## config.mk

```make
export PLATFORM = sky130hd
export DESIGN_NAME = transition_trace_overwrite_queue_unit
export DESIGN_NICKNAME = d
export VERILOG_FILES = /design/src/hdl/ttoq_pkg.sv /design/src/hdl/transition_trace_overwrite_queue_unit.sv
export VERILOG_INCLUDE_DIRS = /design/src /design/src/hdl
export SDC_FILE = /design/constraint.sdc
export NUM_CORES = 1
export LEC_CHECK = 0
export BUFFER_PORTS_ARGS = -buffer_cell sky130_fd_sc_hd__buf_2
export CORE_AREA = 2 2 259 197
export CTS_BUF_LIST = sky130_fd_sc_hd__clkbuf_8
export DETAILED_ROUTE_END_ITERATION = 8
export DIE_AREA = 0 0 261 199
export GPL_TIMING_DRIVEN = 1
export PLACE_DENSITY_LB_ADDON = 0.3
export SYNTH_ARGS = -nofsm -noshare
export SYNTH_HDL_FRONTEND = slang
export SYNTH_SLANG_ARGS = --single-unit
```

## constraint.sdc

```tcl
create_clock -name clk_i -period 5.3 [get_ports clk_i]
set_clock_uncertainty 0.1 [all_clocks]
set_input_delay 1.06 -clock clk_i [delete_from_list [all_inputs] [get_ports clk_i]]
set_output_delay 1.06 -clock clk_i [all_outputs]
set_load 0.05 [all_outputs]
```

## src/hdl/transition_trace_overwrite_queue_unit_defines.svh

```systemverilog
// Assertion macros shared by the trace queue RTL.
`ifndef TRANSITION_TRACE_OVERWRITE_QUEUE_UNIT_DEFINES_SVH
`define TRANSITION_TRACE_OVERWRITE_QUEUE_UNIT_DEFINES_SVH

// Checks a property on every rising clock edge outside of reset.
`define TTOQ_ASSERT(lbl, prop, msg) \
  lbl: assert property (@(posedge clk_i) disable iff (!rst_ni) (prop)) else $error(msg);

// Checks that a condition never holds outside of reset.
`define TTOQ_ASSERT_NEVER(lbl, cond, msg) \
  lbl: assert property (@(posedge clk_i) disable iff (!rst_ni) !(cond)) else $error(msg);

`endif

```

## src/hdl/ttoq_pkg.sv

```systemverilog
package ttoq_pkg;

  localparam int unsigned StateBits = 4;
  localparam int unsigned StampBits = 32;
  localparam int unsigned DropBits  = 32;

  typedef enum logic [1:0] {
    OpPush  = 2'd0,
    OpPop   = 2'd1,
    OpClear = 2'd2,
    OpNop   = 2'd3
  } opcode_e;

  typedef struct packed {
    opcode_e                opcode;
    logic [StateBits-1:0]   prev_state_in;
    logic [StateBits-1:0]   cur_state_in;
    logic [StampBits-1:0]   stamp_in;
  } req_t;

  typedef struct packed {
    logic                   pop_valid;
    logic [StateBits-1:0]   prev_state_out;
    logic [StateBits-1:0]   cur_state_out;
    logic [StampBits-1:0]   stamp_out;
    logic [DropBits-1:0]    dropped_total;
  } res_t;

  typedef struct packed {
    logic [StateBits-1:0]   prev_state;
    logic [StateBits-1:0]   cur_state;
    logic [StampBits-1:0]   stamp;
  } rec_t;

endpackage

```

## src/hdl/transition_trace_overwrite_queue_unit.sv

```systemverilog
// Transition trace queue with overwrite of the oldest record.
//
// A request is presented on req_i and taken at a rising edge where start is
// high and busy is low. The block never stalls, so busy stays low and one
// request can be taken in every cycle. The opcode selects a push, a pop, a
// clear or no operation. A push into a full queue overwrites the oldest
// record and counts one dropped record.
//
// Each request yields exactly one result on res_o, marked by done_o for a
// single cycle, in the cycle after the request was taken. The result latency is
// set by the registered read port of the record memory. The receiver cannot
// hold results off; back-to-back requests give back-to-back results.
//
// Reset empties the queue and zeroes the dropped count. The record memory is
// not cleared, since only entries written by a push can ever be popped.
`include "transition_trace_overwrite_queue_unit_defines.svh"

module transition_trace_overwrite_queue_unit #(
  parameter int unsigned QUEUE_DEPTH = 16
) (
  input  logic           clk_i,
  input  logic           rst_ni,
  input  logic           start,
  output logic           busy,
  input  ttoq_pkg::req_t req_i,
  output logic           done_o,
  output ttoq_pkg::res_t res_o
);
  import ttoq_pkg::*;

  localparam int unsigned IdxW  = (QUEUE_DEPTH > 1) ? $clog2(QUEUE_DEPTH) : 1;
  localparam int unsigned FillW = $clog2(QUEUE_DEPTH + 1);
  localparam logic [IdxW-1:0]  LastIdx = IdxW'(QUEUE_DEPTH - 1);
  localparam logic [FillW-1:0] FullCnt = FillW'(QUEUE_DEPTH);

  rec_t mem_q [QUEUE_DEPTH];
  rec_t rd_q;

  logic [IdxW-1:0]     head_q, head_d;
  logic [IdxW-1:0]     tail_q, tail_d;
  logic [FillW-1:0]    fill_q, fill_d;
  logic [DropBits-1:0] drop_q, drop_d;
  logic                done_q;
  logic                pop_ok_q, pop_ok_d;
  logic                accept;
  logic                do_push;
  logic                do_pop;
  logic [IdxW-1:0]     head_nxt;
  logic [IdxW-1:0]     tail_nxt;

  assign busy     = 1'b0;
  assign accept   = start && !busy;
  assign do_push  = accept && (req_i.opcode == OpPush);
  assign do_pop   = accept && (req_i.opcode == OpPop) && (fill_q != '0);
  assign head_nxt = (head_q == LastIdx) ? '0 : head_q + 1'b1;
  assign tail_nxt = (tail_q == LastIdx) ? '0 : tail_q + 1'b1;

  always_comb begin
    head_d   = head_q;
    tail_d   = tail_q;
    fill_d   = fill_q;
    drop_d   = drop_q;
    pop_ok_d = 1'b0;
    if (accept) begin
      unique case (req_i.opcode)
        OpPush: begin
          head_d = head_nxt;
          if (fill_q != FullCnt) begin
            fill_d = fill_q + 1'b1;
          end else begin
            tail_d = tail_nxt;
            drop_d = drop_q + 1'b1;
          end
        end
        OpPop: begin
          if (fill_q != '0) begin
            tail_d   = tail_nxt;
            fill_d   = fill_q - 1'b1;
            pop_ok_d = 1'b1;
          end
        end
        OpClear: begin
          head_d = '0;
          tail_d = '0;
          fill_d = '0;
          drop_d = '0;
        end
        default: begin
        end
      endcase
    end
  end

  always_ff @(posedge clk_i) begin
    if (do_push) begin
      mem_q[head_q] <= '{prev_state: req_i.prev_state_in,
                         cur_state:  req_i.cur_state_in,
                         stamp:      req_i.stamp_in};
    end
    if (do_pop) begin
      rd_q <= mem_q[tail_q];
    end
  end

  always_ff @(posedge clk_i or negedge rst_ni) begin
    if (!rst_ni) begin
      head_q   <= '0;
      tail_q   <= '0;
      fill_q   <= '0;
      drop_q   <= '0;
      done_q   <= 1'b0;
      pop_ok_q <= 1'b0;
    end else begin
      head_q   <= head_d;
      tail_q   <= tail_d;
      fill_q   <= fill_d;
      drop_q   <= drop_d;
      done_q   <= accept;
      pop_ok_q <= pop_ok_d;
    end
  end

  always_comb begin
    res_o               = '0;
    res_o.pop_valid     = pop_ok_q;
    res_o.dropped_total = drop_q;
    if (pop_ok_q) begin
      res_o.prev_state_out = rd_q.prev_state;
      res_o.cur_state_out  = rd_q.cur_state;
      res_o.stamp_out      = rd_q.stamp;
    end
  end

  assign done_o = done_q;

  `TTOQ_ASSERT_NEVER(a_fill_bound, fill_q > FullCnt, "Fill count exceeds the queue depth.")
  `TTOQ_ASSERT(a_ptr_match, ((fill_q == '0) || (fill_q == FullCnt)) |-> (head_q == tail_q), "Head and tail disagree for an empty or full queue.")
  `TTOQ_ASSERT(a_pop_fill, (done_o && res_o.pop_valid) |-> (fill_q == $past(fill_q) - 1'b1), "A returned record did not lower the fill count.")
  `TTOQ_ASSERT(a_drop_step, (drop_q != $past(drop_q)) |-> ((drop_q == $past(drop_q) + 1'b1) || (drop_q == '0)), "Dropped count moved by other than one or a clear.")

endmodule
```

==> results_dict.tcl <==
set metrics [dict create \
    tightestPinTransition_ns 1.33 \
    placed_area_sq_um 29800 \
    wl_per_cell_um 25.9 \
    start_kind "flip-flop" \
    dp_cells 2054 \
    postCtsSetupRepairBufs 0 \
    p_leak_nw 10.5 \
    synth_edf_count 680 \
    vias 14100 \
    syn-instance-count 1333 \
    timing.fmax_mhz 299 \
    report.final.slew_viol_count 0 \
    final_nets 1559 \
    final_common_cell "edfxtp_1" \
    drive_above_1_share_pct 31.4 \
    slowest_stage "dfrtp_2" \
    crit_type "reg2out" \
    ir_drop_mv 0.282 \
    rsz0062_at_grt "no" \
    slowest_delay_ns 0.92 \
    crit_arrival_ns 2.18 \
    place.detailed.hpwl_um 33500 \
    ys.flop_type "edfxtp_1" \
    finalWeightedCongestion 0.835 \
    post_cts_resized 0 \
    syn_area_sq_um 28500 \
    route.detailed.drc 0 \
    start_util_pct 57.4 \
    postCtsHoldBufs 0 \
    final_area_sq_um 31800 \
    hold_viol_final 0 \
    yosys.cell_types.count 55 \
    min_period_ns 3.34 \
    root_buffer "clkbuf_8" \
    grt_antenna_before_repair 4 \
    status "finished clean" \
    fin_cells 2251 \
    fp-row-count 71 \
    clk_latency_ns 0.70 \
    pin_count 120 \
    finalCritPeriodShare_pct 63.1 \
    grt_pass1_vias 14000 \
    cts_buffer_depth 3 \
    crit_chain "and2_1 -> buf_2" \
    layout_common_cells "edfxtp_1, mux4_2, buf_2" \
    ys_async_sr_fraction_pct 6.46 \
    clock-sinks 727 \
    fillCellCount 3250 \
    cts_tree "done" \
    post_synth.cell_area_avg_sq_um 21.3 \
    power.density_nw_per_um2 433 \
    power_mw 13.8 \
    ant_nets 0 \
    fin_util_pct 64.2 \
    dieWidth_um 261 \
    setup_slack_ns 1.96 \
    core_area_sq_um 49600 \
    cts.clk_slew.worst_paths_ns 0.06 \
    hold_path.class "in2async" \
    areaGrowthSynthToFinish_pct 11.8 \
    detail_route.vias_per_cell 6.25 \
    postSynthNetCount 1386 \
    ys_seq_elements 727 \
    cts_buffers 107 \
    grt_overflow 0 \
    grt_usage_pct 23.2 \
    maxSlewHeadroom_pct 11.3 \
    drt_iter0_markers 1607 \
    firstDrtPassIters 5 \
    dieArea_sq_um 51900 \
    port_buffers 118 \
    final.setup.tns_ns 0 \
    grt_pass1_wl_um 87800 \
    synth_seq_area_share_pct 75.9 \
    ctsHtreeMaxLevel 3 \
    hold_ws_ns 0.367 \
    wl_um 58400 \
    setup_viol_count_final 0 \
    grt_max_degree 69 \
    die_h_um 199 \
    cp-end-kind "primary output" \
    dp_slack_ns 1.57 \
    maxCapViolCount 0 \
    yosys_warnings 0 \
    critical_path_required_ns 4.14 \
    crit_fanout 41 \
]
-- layer usage --
layer	wire (um)	global-route usage, %
met5	10	0
met4	1060	6.17
met3	4020	4.73
met2	27600	34.7
met1	25700	35.6
-- cells by family (layout without fill, tap and decap cells) --
| family | after synthesis | count (layout) | synth area share (%) |
|---|---|---|---|
| AND/OR/NAND/NOR | 213 | 213 | 4.29 |
| buffers and inverters | 87 | 347 | 1.24 |
| AO/OA/AOI/OAI | 84 | 84 | 1.94 |
| other | 1 | 2 | 0.0132 |
| adder cells (fa/ha/maj) | 8 | 8 | 0.352 |
| flip-flops | 727 | 727 | 75.9 |
| XOR/XNOR | 5 | 5 | 0.154 |
| multiplexers | 208 | 208 | 16.1 |
-- cells in the mapped netlist (all sizes together), types with 3 or more instances --
cell type,count,share of area (%)
a21oi,23,0.40
a31o,3,0.092
a31oi,4,0.088
a41o,4,0.14
a41oi,3,0.092
and2,58,1.3
and3,3,0.066
buf,25,0.42
clkbuf,50,0.66
dfrtp,47,4.1
edfxtp,680,72
ha,8,0.35
inv,12,0.16
mux2i,8,0.28
mux4,200,16
nand2,37,0.49
nand2b,10,0.22
nand3,22,0.39
nand3b,5,0.13
nand4,13,0.31
nor2,19,0.25
nor3,4,0.070
nor4,9,0.22
o21ai,20,0.35
o31ai,11,0.29
o41ai,3,0.092
or3,7,0.15
or4,15,0.40
xor2,3,0.092
-- worst paths after layout --
check | start | end | slack (ns) | cells past startpoint
max in group asynchronous | rst_ni | tail_q[2]$_DFFE_PN0P_ | 4.26 | 2
min in group clk_i | drop_q[31]$_DFFE_PN0P_ | drop_q[31]$_DFFE_PN0P_ | 0.45 | 2
hold reg to reg | drop_q[31]$_DFFE_PN0P_ | drop_q[31]$_DFFE_PN0P_ | 0.45 | 2
setup reg to reg | tail_q[0]$_DFFE_PN0P_ | rd_q[6]$_DFFE_PP_ | 2.34 | 3
setup / recovery | pop_ok_q$_DFF_PN0_ | res_o[67] | 1.96 | 2
hold / removal | rst_ni | done_o$_DFF_PN0_ | 0.37 | 2
-- report_power, final --
part	total, mW	internal (mW)	switching (mW)	leakage [nW]
sequential	6.82	6.48	0.333	6.74
combinational	2.78	1.51	1.28	2.62
clock	4.18	2.11	2.08	1.17
total	13.8	10.1	3.69	10.5
-- worst max-delay path, delay by kind of cell (launching register included) --
kind          cells  cell delay, ns
buf+inv           1            0.28
flops             1            0.92
simple gates      1            0.28
-- sequential cells by signal, summed over array words and instances (netlist names) --
name and flops:
fill_q 5, tail_q 4, pop_ok_q 1, drop_q 32, done_o 1, rd_q 40, mem_q 640, head_q 4
-- layout make-up --
cell class,count,area (sq um),share of cell area [%]
sequential,727,21600,67.9
timing repair buffer,139,786,2.47
inverter,12,45.0,0.142
antenna,1,2.50,0.00787
tap,657,822,2.58
multi-input combinational,519,6560,20.6
clock buffer,108,1490,4.67
clock inverter,88,499,1.57
No activity file was read; power rests on OpenSTA's default activity.
